--- src/hdl/region_cache_timestamp_lru_unit_macros.svh ---
// Assertion macros for the region cache timestamp LRU unit.
// Included by the top level; no other dependencies.
`ifndef REGION_CACHE_TIMESTAMP_LRU_UNIT_MACROS_SVH
`define REGION_CACHE_TIMESTAMP_LRU_UNIT_MACROS_SVH

// Same-cycle implication, disabled during reset.
`define RLRU_ASSERT_IMP(label, clk, rst_n, ante, cons, msg) \
    label: assert property (@(posedge clk) disable iff (!rst_n) (ante) |-> (cons)) \
        else $error(msg);

// Next-cycle implication, disabled during reset.
`define RLRU_ASSERT_NEXT(label, clk, rst_n, ante, cons, msg) \
    label: assert property (@(posedge clk) disable iff (!rst_n) (ante) |=> (cons)) \
        else $error(msg);

`endif

--- src/hdl/rlru_pkg.sv ---
// Shared types and constants for the region cache timestamp LRU unit.
// No dependencies.
package rlru_pkg;

    localparam int SLOTS_DEF       = 10;
    localparam int REGION_BITS_DEF = 14;
    localparam int TIME_BITS       = 32;
    localparam int STATUS_BITS     = 3;

    localparam logic [TIME_BITS-1:0] TIME_TOP = '1;

    typedef enum logic [STATUS_BITS-1:0] {
        ST_HIT      = 3'd0,
        ST_FREE     = 3'd1,
        ST_EVICT    = 3'd2,
        ST_FAIL     = 3'd3,
        ST_OFF      = 3'd4,
        ST_NOVICTIM = 3'd5
    } rlru_status_t;

    typedef enum logic [1:0] {
        S_IDLE,
        S_SCAN,
        S_COMMIT
    } rlru_state_t;

    // What the scan record has found so far.
    typedef struct packed {
        logic hit;
        logic free_found;
        logic old_found;
    } scan_flags_t;

    // Write command broadcast to the cell row.
    typedef struct packed {
        logic clear;
        logic write;
        logic set_valid;
    } wr_ctl_t;

endpackage

--- src/hdl/rlru_req_if.sv ---
// Request channel: valid/ready with region number, time and load flag.
// Depends on rlru_pkg.
interface rlru_req_if
    import rlru_pkg::*;
#(
    parameter int REGION_BITS = REGION_BITS_DEF
) ();
    logic                   valid;
    logic                   ready;
    logic [REGION_BITS-1:0] region_number;
    logic [TIME_BITS-1:0]   now_seconds;
    logic                   load_ok;

    modport source (output valid, output region_number, output now_seconds,
                    output load_ok, input ready);
    modport sink   (input valid, input region_number, input now_seconds,
                    input load_ok, output ready);
endinterface

--- src/hdl/rlru_rsp_if.sv ---
// Response channel: valid/ready with status, slot and eviction report.
// Depends on rlru_pkg.
interface rlru_rsp_if
    import rlru_pkg::*;
#(
    parameter int REGION_BITS = REGION_BITS_DEF,
    parameter int SLOT_BITS   = $clog2(SLOTS_DEF)
) ();
    logic                   valid;
    logic                   ready;
    logic [STATUS_BITS-1:0] status;
    logic [SLOT_BITS-1:0]   slot;
    logic                   evicted_valid;
    logic [REGION_BITS-1:0] evicted_region;

    modport source (output valid, output status, output slot,
                    output evicted_valid, output evicted_region, input ready);
    modport sink   (input valid, input status, input slot,
                    input evicted_valid, input evicted_region, output ready);
endinterface

--- src/hdl/rlru_cell.sv ---
// One slot of the tag store plus one stage of the scan record.
// Depends on rlru_pkg.
module rlru_cell
    import rlru_pkg::*;
#(
    parameter int REGION_BITS = REGION_BITS_DEF,
    parameter int SLOT_BITS   = $clog2(SLOTS_DEF),
    parameter int INDEX       = 0
) (
    input  logic                   clk,
    input  logic                   rst_n,
    input  logic [REGION_BITS-1:0] query_region,
    // scan record from the left neighbor
    input  logic                   tok_in,
    input  scan_flags_t            flags_in,
    input  logic [SLOT_BITS-1:0]   hit_idx_in,
    input  logic [SLOT_BITS-1:0]   free_idx_in,
    input  logic [SLOT_BITS-1:0]   old_idx_in,
    input  logic [TIME_BITS-1:0]   best_in,
    input  logic [REGION_BITS-1:0] old_region_in,
    // scan record to the right neighbor
    output logic                   tok_out,
    output scan_flags_t            flags_out,
    output logic [SLOT_BITS-1:0]   hit_idx_out,
    output logic [SLOT_BITS-1:0]   free_idx_out,
    output logic [SLOT_BITS-1:0]   old_idx_out,
    output logic [TIME_BITS-1:0]   best_out,
    output logic [REGION_BITS-1:0] old_region_out,
    // write command
    input  wr_ctl_t                wr_ctl,
    input  logic [SLOT_BITS-1:0]   wr_idx,
    input  logic [REGION_BITS-1:0] wr_region,
    input  logic [TIME_BITS-1:0]   wr_stamp
);

    localparam logic [SLOT_BITS-1:0] MY_IDX = SLOT_BITS'(INDEX);

    logic                   valid_reg;
    logic [REGION_BITS-1:0] region_reg;
    logic [TIME_BITS-1:0]   stamp_reg;

    logic                   tok_reg;
    scan_flags_t            flags_reg, flags_next;
    logic [SLOT_BITS-1:0]   hit_idx_reg, hit_idx_next;
    logic [SLOT_BITS-1:0]   free_idx_reg, free_idx_next;
    logic [SLOT_BITS-1:0]   old_idx_reg, old_idx_next;
    logic [TIME_BITS-1:0]   best_reg, best_next;
    logic [REGION_BITS-1:0] old_region_reg, old_region_next;

    logic match;
    logic wr_me;

    assign match = valid_reg && (region_reg == query_region);
    assign wr_me = wr_ctl.write && (wr_idx == MY_IDX);

    // Fold this slot into the record; nothing changes once a hit is found.
    always_comb
    begin
        flags_next      = flags_in;
        hit_idx_next    = hit_idx_in;
        free_idx_next   = free_idx_in;
        old_idx_next    = old_idx_in;
        best_next       = best_in;
        old_region_next = old_region_in;
        if (!flags_in.hit)
        begin
            if (match)
            begin
                flags_next.hit = 1'b1;
                hit_idx_next   = MY_IDX;
            end
            else if (!valid_reg)
            begin
                flags_next.free_found = 1'b1;
                free_idx_next         = MY_IDX;
            end
            else if (stamp_reg < best_in)
            begin
                flags_next.old_found = 1'b1;
                old_idx_next         = MY_IDX;
                best_next            = stamp_reg;
                old_region_next      = region_reg;
            end
        end
    end

    always_ff @(posedge clk or negedge rst_n)
    begin
        if (!rst_n)
        begin
            valid_reg <= 1'b0;
            tok_reg   <= 1'b0;
        end
        else
        begin
            tok_reg <= tok_in;
            if (wr_ctl.clear)
                valid_reg <= 1'b0;
            else if (wr_me)
                valid_reg <= wr_ctl.set_valid;
        end
    end

    always_ff @(posedge clk)
    begin
        if (wr_ctl.clear)
        begin
            region_reg <= '0;
            stamp_reg  <= '0;
        end
        else if (wr_me)
        begin
            region_reg <= wr_ctl.set_valid ? wr_region : '0;
            stamp_reg  <= wr_ctl.set_valid ? wr_stamp : '0;
        end
        // record only moves with the token, so the last stage holds its answer
        if (tok_in)
        begin
            flags_reg      <= flags_next;
            hit_idx_reg    <= hit_idx_next;
            free_idx_reg   <= free_idx_next;
            old_idx_reg    <= old_idx_next;
            best_reg       <= best_next;
            old_region_reg <= old_region_next;
        end
    end

    assign tok_out        = tok_reg;
    assign flags_out      = flags_reg;
    assign hit_idx_out    = hit_idx_reg;
    assign free_idx_out   = free_idx_reg;
    assign old_idx_out    = old_idx_reg;
    assign best_out       = best_reg;
    assign old_region_out = old_region_reg;

endmodule

--- src/hdl/region_cache_timestamp_lru_unit.sv ---
// Region cache tag store with timestamp LRU replacement, top level.
// Depends on rlru_pkg, rlru_req_if, rlru_rsp_if, rlru_cell and the macros header.
//
// Usage:
//   req  - request transactions (region_number, now_seconds, load_ok), valid/ready.
//   rsp  - one response transaction per request (status, slot, evicted_valid,
//          evicted_region), valid/ready, from an output register.
//   cfg  - cfg_wr_en/cfg_wr_data write the store_enabled bit; every write
//          invalidates all slots. Write only while no request is in flight.
// Each slot lives in an rlru_cell; the cells form a row. A scan record walks
// the row one cell per cycle, collecting first hit, highest free slot and
// oldest timestamp, then one write command updates the chosen slot if the outcome needs a write.
// The response is registered once the record has left the last cell. A new
// request is accepted only after the previous one has committed, since
// req.ready is high only while idle.
// Reset: all slots invalid, store disabled, no response pending.
// Stall: while a response waits, the next request may be accepted and scanned;
// its commit waits until the output register frees up.
`include "region_cache_timestamp_lru_unit_macros.svh"

module region_cache_timestamp_lru_unit
    import rlru_pkg::*;
#(
    parameter int SLOTS       = SLOTS_DEF,
    parameter int REGION_BITS = REGION_BITS_DEF
) (
    input  logic           clk,
    input  logic           rst_n,
    rlru_req_if.sink       req,
    rlru_rsp_if.source     rsp,
    input  logic           cfg_wr_en,
    input  logic           cfg_wr_data
);

    localparam int SLOT_BITS = $clog2(SLOTS);

    // ---------------- control state ----------------
    rlru_state_t state_reg, state_next;
    logic        enabled_reg;
    logic        start_reg;

    // captured request
    logic [REGION_BITS-1:0] req_region_reg;
    logic [TIME_BITS-1:0]   req_time_reg;
    logic                   req_load_ok_reg;

    // output register
    logic                   out_valid_reg;
    rlru_status_t           status_reg;
    logic [SLOT_BITS-1:0]   slot_reg;
    logic                   evv_reg;
    logic [REGION_BITS-1:0] evr_reg;

    // ---------------- scan record along the row ----------------
    logic [SLOTS:0]         tok_w;
    scan_flags_t            flags_w      [SLOTS+1];
    logic [SLOT_BITS-1:0]   hit_idx_w    [SLOTS+1];
    logic [SLOT_BITS-1:0]   free_idx_w   [SLOTS+1];
    logic [SLOT_BITS-1:0]   old_idx_w    [SLOTS+1];
    logic [TIME_BITS-1:0]   best_w       [SLOTS+1];
    logic [REGION_BITS-1:0] old_region_w [SLOTS+1];

    // write command to the row
    wr_ctl_t                wr_ctl;
    logic [SLOT_BITS-1:0]   wr_idx;

    logic                   accept;
    logic                   out_free;
    logic                   commit;
    logic                   last_tok;

    // decided response
    rlru_status_t           res_status;
    logic [SLOT_BITS-1:0]   res_slot;
    logic                   res_evv;
    logic [REGION_BITS-1:0] res_evr;
    logic                   res_write;
    logic                   res_set_valid;

    assign accept   = req.valid && req.ready;
    assign out_free = !out_valid_reg || rsp.ready;
    assign last_tok = tok_w[SLOTS];

    // head of the row: empty record, best starts at the all-ones time
    assign tok_w[0]        = start_reg;
    assign flags_w[0]      = '0;
    assign hit_idx_w[0]    = '0;
    assign free_idx_w[0]   = '0;
    assign old_idx_w[0]    = '0;
    assign best_w[0]       = TIME_TOP;
    assign old_region_w[0] = '0;

    genvar gi;
    generate
        for (gi = 0; gi < SLOTS; gi++)
        begin : g_cell
            rlru_cell #(
                .REGION_BITS (REGION_BITS),
                .SLOT_BITS   (SLOT_BITS),
                .INDEX       (gi)
            ) u_cell (
                .clk            (clk),
                .rst_n          (rst_n),
                .query_region   (req_region_reg),
                .tok_in         (tok_w[gi]),
                .flags_in       (flags_w[gi]),
                .hit_idx_in     (hit_idx_w[gi]),
                .free_idx_in    (free_idx_w[gi]),
                .old_idx_in     (old_idx_w[gi]),
                .best_in        (best_w[gi]),
                .old_region_in  (old_region_w[gi]),
                .tok_out        (tok_w[gi+1]),
                .flags_out      (flags_w[gi+1]),
                .hit_idx_out    (hit_idx_w[gi+1]),
                .free_idx_out   (free_idx_w[gi+1]),
                .old_idx_out    (old_idx_w[gi+1]),
                .best_out       (best_w[gi+1]),
                .old_region_out (old_region_w[gi+1]),
                .wr_ctl         (wr_ctl),
                .wr_idx         (wr_idx),
                .wr_region      (req_region_reg),
                .wr_stamp       (req_time_reg)
            );
        end
    endgenerate

    // ---------------- decision from the finished record ----------------
    always_comb
    begin
        res_status    = ST_OFF;
        res_slot      = '0;
        res_evv       = 1'b0;
        res_evr       = '0;
        res_write     = 1'b0;
        res_set_valid = 1'b0;
        wr_idx        = '0;
        if (!enabled_reg)
        begin
            res_status = ST_OFF;
        end
        else if (flags_w[SLOTS].hit)
        begin
            // refresh timestamp of the matching slot
            res_status    = ST_HIT;
            res_slot      = hit_idx_w[SLOTS];
            res_write     = 1'b1;
            res_set_valid = 1'b1;
            wr_idx        = hit_idx_w[SLOTS];
        end
        else if (flags_w[SLOTS].free_found)
        begin
            wr_idx = free_idx_w[SLOTS];
            if (req_load_ok_reg)
            begin
                res_status    = ST_FREE;
                res_slot      = free_idx_w[SLOTS];
                res_write     = 1'b1;
                res_set_valid = 1'b1;
            end
            else
            begin
                res_status = ST_FAIL;
            end
        end
        else if (flags_w[SLOTS].old_found)
        begin
            // evict; on a failed load the victim is left empty
            wr_idx        = old_idx_w[SLOTS];
            res_evv       = 1'b1;
            res_evr       = old_region_w[SLOTS];
            res_write     = 1'b1;
            res_set_valid = req_load_ok_reg;
            if (req_load_ok_reg)
            begin
                res_status = ST_EVICT;
                res_slot   = old_idx_w[SLOTS];
            end
            else
            begin
                res_status = ST_FAIL;
            end
        end
        else
        begin
            // every slot full and stamped with the all-ones time
            res_status = ST_NOVICTIM;
        end
    end

    always_comb
    begin
        wr_ctl.clear     = cfg_wr_en;
        wr_ctl.write     = commit && res_write;
        wr_ctl.set_valid = res_set_valid;
    end

    // ---------------- sequencer ----------------
    always_comb
    begin
        state_next = state_reg;
        req.ready  = 1'b0;
        commit     = 1'b0;
        case (state_reg)
            S_IDLE:
            begin
                req.ready = 1'b1;
                if (req.valid)
                    state_next = S_SCAN;
            end
            S_SCAN:
            begin
                if (last_tok)
                begin
                    commit     = out_free;
                    state_next = out_free ? S_IDLE : S_COMMIT;
                end
            end
            S_COMMIT:
            begin
                commit = out_free;
                if (out_free)
                    state_next = S_IDLE;
            end
            default:
            begin
                state_next = S_IDLE;
            end
        endcase
    end

    always_ff @(posedge clk or negedge rst_n)
    begin
        if (!rst_n)
        begin
            state_reg     <= S_IDLE;
            enabled_reg   <= 1'b0;
            start_reg     <= 1'b0;
            out_valid_reg <= 1'b0;
        end
        else
        begin
            state_reg <= state_next;
            start_reg <= accept;
            if (cfg_wr_en)
                enabled_reg <= cfg_wr_data;
            if (commit)
                out_valid_reg <= 1'b1;
            else if (rsp.ready)
                out_valid_reg <= 1'b0;
        end
    end

    always_ff @(posedge clk)
    begin
        if (accept)
        begin
            req_region_reg  <= req.region_number;
            req_time_reg    <= req.now_seconds;
            req_load_ok_reg <= req.load_ok;
        end
        if (commit)
        begin
            status_reg <= res_status;
            slot_reg   <= res_slot;
            evv_reg    <= res_evv;
            evr_reg    <= res_evr;
        end
    end

    assign rsp.valid          = out_valid_reg;
    assign rsp.status         = status_reg;
    assign rsp.slot           = slot_reg;
    assign rsp.evicted_valid  = evv_reg;
    assign rsp.evicted_region = evr_reg;

    // ---------------- assertions ----------------
    `RLRU_ASSERT_IMP(a_one_token, clk, rst_n, 1'b1, $onehot0(tok_w[SLOTS:1]),
                     "more than one scan record in the cell row")
    `RLRU_ASSERT_IMP(a_idle_empty, clk, rst_n, state_reg == S_IDLE, tok_w == '0,
                     "scan record in flight while idle")
    `RLRU_ASSERT_NEXT(a_commit_out, clk, rst_n, commit, out_valid_reg,
                      "committed transaction not presented")
    `RLRU_ASSERT_IMP(a_evict_status, clk, rst_n, out_valid_reg && evv_reg,
                     status_reg == ST_EVICT || status_reg == ST_FAIL,
                     "eviction reported with wrong status")

endmodule

--- src/flat_wrapper.sv ---
// flat-port wrapper written by rule: the top's interface ports become plain ports
module region_cache_timestamp_lru_unit_flat import rlru_pkg::*;
#(
    parameter int SLOTS       = SLOTS_DEF,
    parameter int REGION_BITS = REGION_BITS_DEF
)
  (clk, rst_n, cfg_wr_en, cfg_wr_data, req_valid, req_region_number, req_now_seconds, req_load_ok, req_ready, rsp_valid, rsp_status, rsp_slot, rsp_evicted_valid, rsp_evicted_region, rsp_ready);
  rlru_req_if #(.REGION_BITS(REGION_BITS)) req_i ();
  rlru_rsp_if #(.REGION_BITS(REGION_BITS)) rsp_i ();
  input  logic clk;
  input  logic rst_n;
  input  logic cfg_wr_en;
  input  logic cfg_wr_data;
  input wire logic [$bits(req_i.valid)-1:0] req_valid;
  input wire logic [$bits(req_i.region_number)-1:0] req_region_number;
  input wire logic [$bits(req_i.now_seconds)-1:0] req_now_seconds;
  input wire logic [$bits(req_i.load_ok)-1:0] req_load_ok;
  output wire logic [$bits(req_i.ready)-1:0] req_ready;
  output wire logic [$bits(rsp_i.valid)-1:0] rsp_valid;
  output wire logic [$bits(rsp_i.status)-1:0] rsp_status;
  output wire logic [$bits(rsp_i.slot)-1:0] rsp_slot;
  output wire logic [$bits(rsp_i.evicted_valid)-1:0] rsp_evicted_valid;
  output wire logic [$bits(rsp_i.evicted_region)-1:0] rsp_evicted_region;
  input wire logic [$bits(rsp_i.ready)-1:0] rsp_ready;
  assign req_i.valid = req_valid;
  assign req_i.region_number = req_region_number;
  assign req_i.now_seconds = req_now_seconds;
  assign req_i.load_ok = req_load_ok;
  assign req_ready = req_i.ready;
  assign rsp_valid = rsp_i.valid;
  assign rsp_status = rsp_i.status;
  assign rsp_slot = rsp_i.slot;
  assign rsp_evicted_valid = rsp_i.evicted_valid;
  assign rsp_evicted_region = rsp_i.evicted_region;
  assign rsp_i.ready = rsp_ready;
  region_cache_timestamp_lru_unit #(.SLOTS(SLOTS), .REGION_BITS(REGION_BITS)) u_core (.clk(clk), .rst_n(rst_n), .req(req_i), .rsp(rsp_i), .cfg_wr_en(cfg_wr_en), .cfg_wr_data(cfg_wr_data));
endmodule
--- config.mk ---
export PLATFORM = sky130hd
export DESIGN_NAME = region_cache_timestamp_lru_unit_flat
export DESIGN_NICKNAME = d
export VERILOG_FILES = /design/src/hdl/rlru_pkg.sv /design/src/hdl/rlru_req_if.sv /design/src/hdl/rlru_rsp_if.sv /design/src/hdl/rlru_cell.sv /design/src/hdl/region_cache_timestamp_lru_unit.sv /design/src/flat_wrapper.sv
export VERILOG_INCLUDE_DIRS = /design/src /design/src/hdl
export SDC_FILE = /design/constraint.sdc
export NUM_CORES = 2
export LEC_CHECK = 0
export BUFFER_PORTS_ARGS = -buffer_cell sky130_fd_sc_hd__buf_2
export CAP_MARGIN = 20
export CORE_MARGIN = 5
export CORE_UTILIZATION = 30
export DETAILED_ROUTE_END_ITERATION = 12
export PLACE_DENSITY_LB_ADDON = 0.05
export SKIP_CTS_REPAIR_TIMING = 1
export SYNTH_ARGS = -nofsm -noshare
export SYNTH_HDL_FRONTEND = slang
export SYNTH_SLANG_ARGS = --single-unit
--- constraint.sdc ---
create_clock -name clk -period 3 [get_ports clk]
set_clock_uncertainty 0.05 [all_clocks]
set_input_delay 0.9 -clock clk [delete_from_list [all_inputs] [get_ports clk]]
set_output_delay 0.9 -clock clk [all_outputs]
set_load 0.1 [all_outputs]
* After elaboration in Yosys (flattened, before gate mapping)
Index checks and enable logic that the tools add are counted.
Word-level totals: input bits 53, flip-flop bits (word level) 1120, output and inout port bits 24, logic and storage cells 467
Operators by class: equality and inequality tests 24, $lt $le $gt $ge 10, multiplexer cells 255, bitwise logic cells 5, reductions and logical operators 45
Operators with widths (count):
- $mux W32 | 33
- $mux W14 | 37
- $mux W4 | 81
- $lt A32 B32 Y1 | 9
- $eq A14 B14 Y1 | 10
- $mux W1 | 76
- $mux W2 | 23
- $lt A32 B32 Y1 const B | 1
- $logic_and A1 B1 Y1 | 22
- $reduce_bool A2 Y1 | 11
- $eq A4 B3 Y1 const B | 4
- $mux W3 | 3
- $reduce_or A3 Y1 | 3
- $eq A4 B2 Y1 const B | 2
- $eq A4 B4 Y1 const B | 2
- $pmux W2 S3 | 1
- $reduce_or A2 Y1 | 3
- $not A1 Y1 | 5
- $eq A4 B1 Y1 const B | 1
- $logic_not A4 Y1 | 1
- $ne A2 B2 Y1 const B | 2
- $reduce_or A4 Y1 | 1
- $reduce_and A3 Y1 | 1
- $eq A2 B1 Y1 const B | 1
- other kinds (6) | 6

* Longest topological paths before layout
depth after elaboration 8, gate-level depth with buffers 10, depth with buffers taken out 8

* Cells and area by module
Synthesis repeated with hierarchy kept, for this count alone.
Second synthesis, totals: cells, all modules 4869, area, all modules 54449.7 um^2
Modules (own cells, without submodules):
- rlru_cell at u_core.g_cell[1].u_cell ... | cells each 471, area each 5162.5 um^2, times used 4, sequential area each 2802.7 um^2
- rlru_cell at u_core.g_cell[6].u_cell ... | cells each 473, area each 5187.5 um^2, times used 2, sequential area each 2802.7 um^2
- rlru_cell at u_core.g_cell[0].u_cell ... | cells each 471, area each 5159.9 um^2, times used 2, sequential area each 2802.7 um^2
- rlru_cell at u_core.g_cell[7].u_cell | cells each 473, area each 5205.0 um^2, times used 1, sequential area each 2802.7 um^2
- rlru_cell at u_core.g_cell[8].u_cell | cells each 473, area each 5200.0 um^2, times used 1, sequential area each 2802.7 um^2
- region_cache_timestamp_lru_unit | cells each 151, area each 2700.1 um^2, times used 1, sequential area each 2197.1 um^2

* Least setup slack after synthesis
No wires, ideal clock.
path kind reg2reg, start reg u_core.state_reg[1], end reg u_core.req_load_ok_reg (enable), data required time 2.540 ns, buffers on the path 0, arrival 2.555 ns, cell stages (with the launch flop) 4, setup time 0.410 ns, clock period less this slack 3.014 ns, setup slack -0.014 ns, path through dfrtp_1 inv_1 ha_1 and2_1
Between the ends: word-level cells in the longest chain between the ends 3
RTL lines:
- start, declared | line region_cache_timestamp_lru_unit.sv:38 | rlru_state_t state_reg, state_next;
- start signal, assigned | line region_cache_timestamp_lru_unit.sv:242 | state_reg <= state_next;
- $logic_not A2 Y1 | line region_cache_timestamp_lru_unit.sv:203 | case (state_reg)
- $mux W1 | line region_cache_timestamp_lru_unit.sv:203
- net req_ready | line flat_wrapper.sv:18 | output wire logic [$bits(req_i.ready)-1:0] req_ready;
- $logic_and A1 B1 Y1 | line region_cache_timestamp_lru_unit.sv:80 | assign accept = req.valid && req.ready;
- net u_core.accept | line region_cache_timestamp_lru_unit.sv:67 | logic accept;
- end signal, assigned | line region_cache_timestamp_lru_unit.sv:259 | req_load_ok_reg <= req.load_ok;
- end, declared | line region_cache_timestamp_lru_unit.sv:45 | logic req_load_ok_reg;
The timed path passes the listed nets, and every way through them passes these cells. A chain may end at the register's enable or synchronous reset.

* Final worst setup path
start reg u_core.g_cell[3].u_cell.best_reg[1], end reg u_core.g_cell[4].u_cell.best_reg[17] (data pin)
Between the ends: word-level cells in the longest chain between the ends 5
RTL lines:
- start, declared | line rlru_cell.sv:47 | logic [TIME_BITS-1:0] best_reg, best_next;
- start signal, assigned | line rlru_cell.sv:123 | best_reg <= best_next;
- $lt A32 B32 Y1 | line rlru_cell.sv:77 | else if (stamp_reg < best_in)
- $mux W32 | line rlru_cell.sv:77
- $mux W32 | line rlru_cell.sv:72 | else if (!valid_reg)
- $mux W32 | line rlru_cell.sv:67 | if (match)
- $mux W32 | line rlru_cell.sv:65 | if (!flags_in.hit)
- net u_core.g_cell[4].u_cell.best_next[17] | line rlru_cell.sv:47
- end signal, assigned | line rlru_cell.sv:123
- end, declared | line rlru_cell.sv:47
The timed path passes the listed nets, and every way through them passes these cells.

==> results.txt <==
----------------------------------------------------
[Status]
  Result of the run ... complete, but fails checks
  Violations in the final reports ... setup timing

[Die]
  Width of the chip ... 419 um
  Floorplan die height ... 419 um
  Die outline area ... 175000 um2
  Initial standard-cell utilization of the core ... 30.1%
  Count of pins on the block boundary ... 77
  Std-Cell Core Area ... 167000 um2
  Count of standard-cell rows ... 150

[Pwr]
  Power density cells ... 662 nW/um2
  Max rail drop VDD ... 0.393 mV
  LEAKAGE ... 26.2 nW
  Pwr Total ... 40.8 mW

[Timing]
  Max-slew violation count ... 0
  Final Hold Fails ... 0
  Final setup viols ... 78
  Post-layout min period ... 3.09 ns
  Unrepaired setup endpoints after global routing ... yes
  Transition time at the pin with the least slew margin ... 0.818 ns
  Total negative setup slack ... -3.52 ns
  Smallest hold slack ... 0.0933 ns
  Fmax ... 324 MHz
  Final clock period utilization by the worst path ... 103%
  Minimum setup slack in the final design ... -0.0873 ns
  Relative slew margins ... 45.3%

[Logic synthesis]
  Fraction of registers with async set/reset ... 2.30%
  Portion of synthesized cell area occupied by the leading cell type ... 36.0%
  Number of library cell types mapped by synthesis ... 69
  Count of flip-flops with a built-in enable after synthesis ... 602
  Cell taking the most area after synthesis ... sky130_fd_sc_hd__edfxtp_1
  Synthesized area divided by synthesized cell count ... 11.6 um2
  Post-Syn Instances ... 4315
  Dominant register cell in the synthesized netlist ... sky130_fd_sc_hd__edfxtp_1
  Part of the Yosys area used for sequential elements ... 55.6%
  Cell types occupying the most area after synthesis ... sky130_fd_sc_hd__edfxtp_1 (36%), sky130_fd_sc_hd__dfxtp_1 (18%), sky130_fd_sc_hd__ha_1 (7.0%)
  Register bit count reported by yosys ... 1087
  Post-synth design cell area ... 50200 um2
  Number of synthesis warnings ... 0
  Synthesized net count ... 4650

[Route]
  First-iteration detailed-routing DRC count ... 1542
  Drt wl/cell ... 19.7 um
  ANT nets after route ... 0
  Remaining DRCs ... 0
  Total vias in the final route ... 31033
  Routed wire length ... 138000 um
  Vias per std cell ... 4.44
  Count of TritonRoute iterations in the first routing pass ... 5

[Layout]
  Post-layout instance count excluding filler cells ... 6992
  Post-route standard cell area excluding fillers ... 61500 um2
  Nets ... 5004
  Synthesis-to-layout area growth ... 22.7%
  Number of flip-flops under the largest register name ... 320
  Post-Route Utilization ... 36.9%
  Share of final-layout standard cells stronger than drive strength 1 ... 24.5%

[Global routing]
  Grt ovf ... 0
  Global routing usage on met2 ... 23.8%
  Largest net degree at the start of global routing ... 112
  Via count of the first global-routing pass ... 32103
  Global Route Usage Sum ... 15.3%
  Global routing met3 resource utilization ... 2.60%
  Antenna violations before repair ... 1
  Wire length of the first global-routing pass ... 205000 um
  Busiest grt layer ... met2
  Met1 track utilization from global routing ... 22.2%

[Clock network]
  Cell at the root of the clock tree ... sky130_fd_sc_hd__clkbuf_16
  Max clock buf depth ... 3
  Insertion delay of the later-clocked pin in the worst-skew pair ... 0.75 ns
  CTS sink count ... 1087
  Clock-pin slew reported for the worst setup and hold paths after clock tree synthesis ... 0.06 ns
  H-Tree Level Count ... 4
  Inserted Clock Buffers ... 137
  Clock tree from TritonCTS ... done

[Place]
  Setup slack at placement ... -0.266 ns
  Placed standard-cell area ... 55700 um2
  Placed Instances ... 6672
  Hpwl dp ... 94100 um
  Gp weighted congestion ... 0.805
  Port bufs ... 76

[Hold path]
  Worst hold-check path type ... primary input to asynchronous set/reset pin

[Worst setup path]
  R2r setup slk ... -0.09 ns
  Required time of the critical path ... 3.44 ns
  Critical path class ... flop to flop
  Critical Path AT ... 3.53 ns
  Biggest fanout along the worst timing path ... 6
  CP startpoint kind ... flop
  Kind of end point of the critical path ... flop

[Job]
  Max-cap viol count ... 0

----------------------------------------------------
-- where the power goes --
part           internal (mW)  leakage, nW  switching, mW  total (mW)
sequential              17.9         9.36          0.838        18.8
clock                   9.88         2.20           6.54        16.4
combinational           2.14         14.6           3.42        5.56
-- critical path, stage by stage, from the launching register on --
cell	delay, ns
sky130_fd_sc_hd__edfxtp_1	0.39
sky130_fd_sc_hd__inv_1	0.07
sky130_fd_sc_hd__ha_1	0.22
sky130_fd_sc_hd__a2111o_1	0.36
sky130_fd_sc_hd__a32o_2	0.28
sky130_fd_sc_hd__o311a_1	0.33
sky130_fd_sc_hd__nor4_4	0.33
sky130_fd_sc_hd__buf_6	0.20
sky130_fd_sc_hd__buf_6	0.15
sky130_fd_sc_hd__clkbuf_16	0.16
sky130_fd_sc_hd__mux2_4	0.29
-- cells in the final DEF, fill, tap and decap left out, types with 22 or more instances in the layout --
cell type	n
sky130_fd_sc_hd__mux2i_1	276
sky130_fd_sc_hd__clkbuf_1	41
sky130_fd_sc_hd__mux2_2	263
sky130_fd_sc_hd__xor2_1	31
sky130_fd_sc_hd__and2_1	65
sky130_fd_sc_hd__inv_1	294
sky130_fd_sc_hd__buf_4	262
sky130_fd_sc_hd__nor2_1	315
sky130_fd_sc_hd__or2_2	75
sky130_fd_sc_hd__xnor2_1	109
sky130_fd_sc_hd__a21o_1	26
sky130_fd_sc_hd__mux2_4	96
sky130_fd_sc_hd__nand2_1	423
sky130_fd_sc_hd__ha_1	279
sky130_fd_sc_hd__buf_12	76
sky130_fd_sc_hd__nand2b_1	30
sky130_fd_sc_hd__nor4_1	26
sky130_fd_sc_hd__a21oi_1	268
sky130_fd_sc_hd__nand3_1	30
sky130_fd_sc_hd__nor2b_1	35
sky130_fd_sc_hd__o21ai_0	46
sky130_fd_sc_hd__dfxtp_1	460
sky130_fd_sc_hd__mux2_1	24
sky130_fd_sc_hd__clkbuf_16	161
sky130_fd_sc_hd__clkinv_2	22
sky130_fd_sc_hd__edfxtp_1	602
sky130_fd_sc_hd__buf_2	75
sky130_fd_sc_hd__nand4_1	82
-- Yosys cell counts, types with 33 or more instances --
cell and instances:
sky130_fd_sc_hd__nor2_1 316, sky130_fd_sc_hd__mux2_2 313, sky130_fd_sc_hd__a21oi_1 274, sky130_fd_sc_hd__mux2i_1 276
sky130_fd_sc_hd__xnor2_1 109, sky130_fd_sc_hd__nor2b_1 35, sky130_fd_sc_hd__buf_2 87, sky130_fd_sc_hd__o21ai_0 57
sky130_fd_sc_hd__or2_2 75, sky130_fd_sc_hd__nand4_1 82, sky130_fd_sc_hd__inv_1 296, sky130_fd_sc_hd__and2_1 70
sky130_fd_sc_hd__nand3_1 33, sky130_fd_sc_hd__clkbuf_1 139, sky130_fd_sc_hd__edfxtp_1 602, sky130_fd_sc_hd__mux2_4 40
sky130_fd_sc_hd__dfxtp_1 460, sky130_fd_sc_hd__ha_1 282, sky130_fd_sc_hd__nand2_1 433
-- logic make-up (layout without fill, tap and decap cells) --
logic type | Yosys count | in the layout | synth area share [%]
buffers and inverters | 533 | 1003 | 4.33
DFF | 1087 | 1087 | 55.6
xor gates and xnor gates | 140 | 140 | 2.44
adders and majority gates | 282 | 282 | 7.03
other | 0 | 3 | 0
muxes | 659 | 659 | 14.4
AOI/OAI and AO/OA | 443 | 443 | 5.18
and+or+nand+nor | 1171 | 1171 | 11.0
-- path summary, 6_finish.rpt --
| kind | endpoint | start | depth (start not counted) |
|---|---|---|---|
| min | u_core.g_cell[8].u_cell.tok_out | rst_n | 1 |
| max in group asynchronous | u_core.g_cell[2].u_cell.tok_out | rst_n | 2 |
| min reg2reg | u_core.g_cell[0].u_cell.tok_out | u_core.start_reg | 0 |
| max | u_core.g_cell[4].u_cell.best_out[17] | u_core.g_cell[3].u_cell.best_out[1] | 10 |
| min in group clk | u_core.req_region_reg[0] | req_region_number[0] | 1 |
| max reg2reg | u_core.g_cell[4].u_cell.best_out[17] | u_core.g_cell[3].u_cell.best_out[1] | 10 |
-- routing by layer --
metal	part of all wire, %	up-vias
li1	-	15822
met1	50	14732
met2	45	306
met3	2.6	173
met4	2.2	0
met5	0	-
-- layout make-up --
type,instances,area [um2]
antenna,3,7.51
clock buffer,202,3980
clock inverter,53,489
fill,16270,105000
inverter,296,1110
multi-input combinational,2695,20700
sequential,1087,27900
tap,2204,2760
timing repair buffer,452,4590
(Power assumes the default switching activity.)
